$ cat src/sv/tbs_pkg.sv
// ----------------------------------------------------------------------------
// tbs_pkg: shared types and constants for the barycentric setup block
// Coordinate, vector and queue word types, axis codes and datapath widths.
// ----------------------------------------------------------------------------
`default_nettype none

package tbs_pkg;

   // coordinate and difference widths
   localparam int COORD_W = 32;
   localparam int DIFF_W  = COORD_W + 1;
   localparam int PROD_W  = 2 * DIFF_W;
   localparam int MAG_W   = PROD_W + 1;
   localparam int WIDE_W  = 2 * MAG_W;

   // axis codes
   localparam logic [1:0] AXIS_X = 2'd0;
   localparam logic [1:0] AXIS_Y = 2'd1;
   localparam logic [1:0] AXIS_Z = 2'd2;

   typedef logic signed [COORD_W-1:0] coord_type;
   typedef coord_type [2:0]           vec_type;
   typedef vec_type [2:0]             tri_type;

   // classified triangle: axis plus projected u/v of a, b, c
   typedef struct packed {
      logic [1:0]    axis;
      coord_type [2:0] pu;
      coord_type [2:0] pv;
   } item_type;

   // one setup result
   typedef struct packed {
      logic [1:0] axis;
      coord_type  r0u;
      coord_type  r0v;
      coord_type  r0o;
      coord_type  r1u;
      coord_type  r1v;
      coord_type  r1o;
      logic       degenerate;
   } result_type;

endpackage

`default_nettype wire

$ cat src/sv/tbs_queue.sv
// ----------------------------------------------------------------------------
// tbs_queue: short word queue between front and back
// Four-entry circular buffer with a fill count.
// ----------------------------------------------------------------------------
`default_nettype none

module tbs_queue import tbs_pkg::*; (
   input  logic     clock,
   input  logic     reset,
   input  logic     push,
   input  item_type push_item,
   output logic     full,
   input  logic     pop,
   output item_type pop_item,
   output logic     empty
);

   localparam int DEPTH = 4;
   localparam int AW    = $clog2(DEPTH);

   item_type      mem_ff [DEPTH];
   logic [AW-1:0] wr_ff, rd_ff;
   logic [AW:0]   cnt_ff;
   logic          do_push, do_pop;

   assign full     = (cnt_ff == (AW+1)'(DEPTH));
   assign empty    = (cnt_ff == '0);
   assign do_push  = push && !full;
   assign do_pop   = pop && !empty;
   assign pop_item = mem_ff[rd_ff];

   // pointers and count
   always_ff @(posedge clock) begin
      if (reset) begin
         wr_ff  <= '0;
         rd_ff  <= '0;
         cnt_ff <= '0;
      end else begin
         if (do_push) wr_ff <= wr_ff + 1'b1;
         if (do_pop)  rd_ff <= rd_ff + 1'b1;
         cnt_ff <= cnt_ff + (AW+1)'(do_push) - (AW+1)'(do_pop);
      end
   end

   // storage
   always_ff @(posedge clock) begin
      if (do_push) mem_ff[wr_ff] <= push_item;
   end

endmodule

`default_nettype wire

$ cat config.mk
export PLATFORM = sky130hd
export DESIGN_NAME = tbs_queue
export DESIGN_NICKNAME = d
export VERILOG_FILES = /design/src/sv/tbs_pkg.sv /design/src/sv/tbs_queue.sv
export SDC_FILE = /design/constraint.sdc
export NUM_CORES = 1
export LEC_CHECK = 0
export ABC_AREA = 1
export CAP_MARGIN = 20
export CORE_UTILIZATION = 45
export DETAILED_ROUTE_END_ITERATION = 6
export DONT_BUFFER_PORTS = 1
export PLACE_DENSITY_LB_ADDON = 0.08
export SLEW_MARGIN = 10
export SYNTH_ARGS = -nofsm -noshare
export SYNTH_HDL_FRONTEND = slang
export SYNTH_SLANG_ARGS = --single-unit
$ cat constraint.sdc
create_clock -name clock -period 11.1 [get_ports clock]
set_input_delay 0.555 -clock clock [delete_from_list [all_inputs] [get_ports clock]]
set_output_delay 0.555 -clock clock [all_outputs]
set_load 0.005 [all_outputs]
==> impl_results.md <==
* Core area at 0.0634 mm2
* P_leak at 0.0108 uW
* Routed Antenna Nets at 0
* DRT Pass-1 Iters at 5
* PwrDens at 228 mW/mm2
* Total chip power at 7620 uW
* Total track usage at 20.2%
* Antenna violations before repair at 5
* Chip Width at 256 um
* Fin Setup TNS at 0 ps
* Drt total wl at 67300 um
* Worst skew pair latency at 610 ps
* Max_cap viols at 0
* CTS Buf Count at 81
* Crit path required time at 10550 ps
* DR iter-0 viols at 1211
* GR Overflow Total at 0
* Initial Util at 45.8%
* Worst slack at placement at 7370 ps
* Sequential fraction of the synthesis area at 80.9%
* Final period utilization at 40.3%
* Ys Warns at 0
* Clock root cell: clkbuf_16
* Worst min path class: primary input to register
* Postcts setup bufs at 0
* Clock Skew at 14.1 ps
* Post-Syn Area at 0.0290 mm2
* CTS H-Tree Depth at 3
* Syn_nets at 2149
* Worst Setup Start Kind: register
* Critical Path Sink Type: output port
* CTS hold repair buffers at 119
* P&R area growth vs syn at 15.3%
* Proportion of layout cells with a drive suffix above 1 at 6.33%
* Detail Placement HPWL at 35500 um
* Clk slew on worst S/H paths at 60 ps
* R2R setup slack at 7540 ps
* Switching power at 2170 uW
* TritonCTS clock tree: yes
* Final Util at 52.8%
* Global-route wire length before repair at 100000 um
* Nets at 2242
* Die Span Y at 256 um
* Max Fclk at 0.224 GHz
* Placed cells at 2680
* Post-Syn Instances at 1944
* Final setup viols at 0
* RSZ-0062 raised after global routing: no
* Worst VDD drop at 0.146 mV
* Post-synthesis register bit count at 785
* Max transition margin at 25.1%
* Synthesized area per cell at 14.9 um2
* Via density at 5.55
* Outcome: finished clean
* Int Pwr at 5460 uW
* Clk buf depth at 3
* Number of global-route vias before repair at 15700
* Vias at 16400
* Seq pwr share at 48.4%
* Clock power share at 34.1%
* Sw Share at 28.4%
* Max Transition Viols Final at 0
* Sink Count at 785
* CP Max Fanout at 106
* Slew @ Worst Pin at 1120 ps
* Resized cells post-CTS at 0
* Cell Rows at 92
* Crit path kind: register to output port
* DR DRC count at 0
* Critical Path AT at 3910 ps
* Final WS setup at 6630 ps
* GPL Wtd Cong at 0.753
* DIE AREA at 0.0656 mm2
* Largest net degree at the start of global routing at 195
* Buffers on Ports at 0
* Final hold viol count at 0
* Post-Layout Cell Count at 2950
* Comb pwr share at 17.5%
* Final min period at 4470 ps
* Mean routed wirelength per cell at 22.8 um
* Ports at 394
* Cell variety after synth at 18
-- final timing paths --
kind                 startpoint            end  cells past startpoint
setup / recovery       register  pop_item[129]                      4
hold / removal    push_item[22]  mem_ff[0][22]                      0
setup reg to reg      cnt_ff[1]  mem_ff[3][90]                      6
hold reg to reg        rd_ff[0]       register                      2
-- synth_stat cells --
cell | instances | area share, %
inv_2 | 1 | 0.013
nand3_1 | 4 | 0.069
edfxtp_1 | 776 | 80
o21ai_0 | 334 | 5.8
buf_4 | 17 | 0.44
nand2_1 | 12 | 0.16
nor2_1 | 402 | 5.2
dfxtp_1 | 9 | 0.62
ha_1 | 6 | 0.26
fa_1 | 1 | 0.069
a21oi_1 | 5 | 0.086
o21ai_1 | 54 | 0.93
buf_6 | 4 | 0.16
inv_6 | 1 | 0.030
inv_1 | 18 | 0.23
o22ai_1 | 194 | 4.2
clkbuf_1 | 58 | 0.75
buf_2 | 48 | 0.83
-- layout by cell type (no fill, tap or decap) --
cell	n
edfxtp_1	776
nor2_1	398
o21ai_0	334
o22ai_1	194
dlygate4sd3_1	119
clkbuf_16	84
o21ai_1	54
clkbuf_1	22
inv_1	18
clkinv_1	18
nand2_1	12
buf_4	12
clkinv_2	10
dfxtp_1	7
ha_1	6
a21oi_1	5
bufinv_16	5
buf_12	5
nor2_4	4
nand3_1	4
clkbuf_8	4
diode_2	3
clkinv_8	2
inv_6	2
dfxtp_4	2
clkinv_4	2
fa_1	1
buf_16	1
-- registers in the layout (all words and copies together) (netlist names), named ones only --
register	cells
rd_ff	2
wr_ff	2
cnt_ff	3
mem_ff	776
-- final cells by class --
cell class / instances / area [um2]
well taps: 846 / 1060
diodes: 3 / 7.51
clock buffers: 110 / 2240
multi-input cells: 1012 / 4880
flip-flops and latches: 785 / 23500
inverters: 20 / 92.6
fillers: 5156 / 29900
repair buffers: 137 / 1410
clock inverters: 37 / 310
-- per-layer routing --
metal	global-route usage (%)	part of all wire (%)	vias up
met3	6.25	6.9	107
met4	6.19	2.7	4
met1	25.9	42	8304
met2	32.8	49	402
li1	-	-	7544
met5	0	0.045	-
-- power groups by stage --
stage	clock network, uW	logic [uW]	registers (uW)
finish	2600	1330	3690
detailed placement	0	1310	3750
CTS	2660	1360	3690
floorplan	0	895	3820
global placement	0	1290	3750
global route	2770	1470	3720
-- critical path, stage by stage, from the launching register on --
cell     delay, ps
dfxtp_4        690
buf_4          810
buf_4          860
o21ai_0        210
o22ai_1        440
-- cell families (layout without fill, tap and decap cells) --
family	Yosys count	in the layout	share of synthesized area [%]
DFF	785	785	80.9
AOI/OAI and AO/OA	587	587	11.0
and+or+nand+nor	418	418	5.42
buffers and inverters	147	304	2.45
adders and majority gates	7	7	0.327
other	0	3	0
-- metrics by stage --
step	hold WS, ps	area [um2]
floorplan	448	29000
detailed placement	468	29700
global placement	463	29700
global route	3.80	33500
finish	43.4	33500
CTS	0.105	33500
Power figures use the tool's default switching activity.
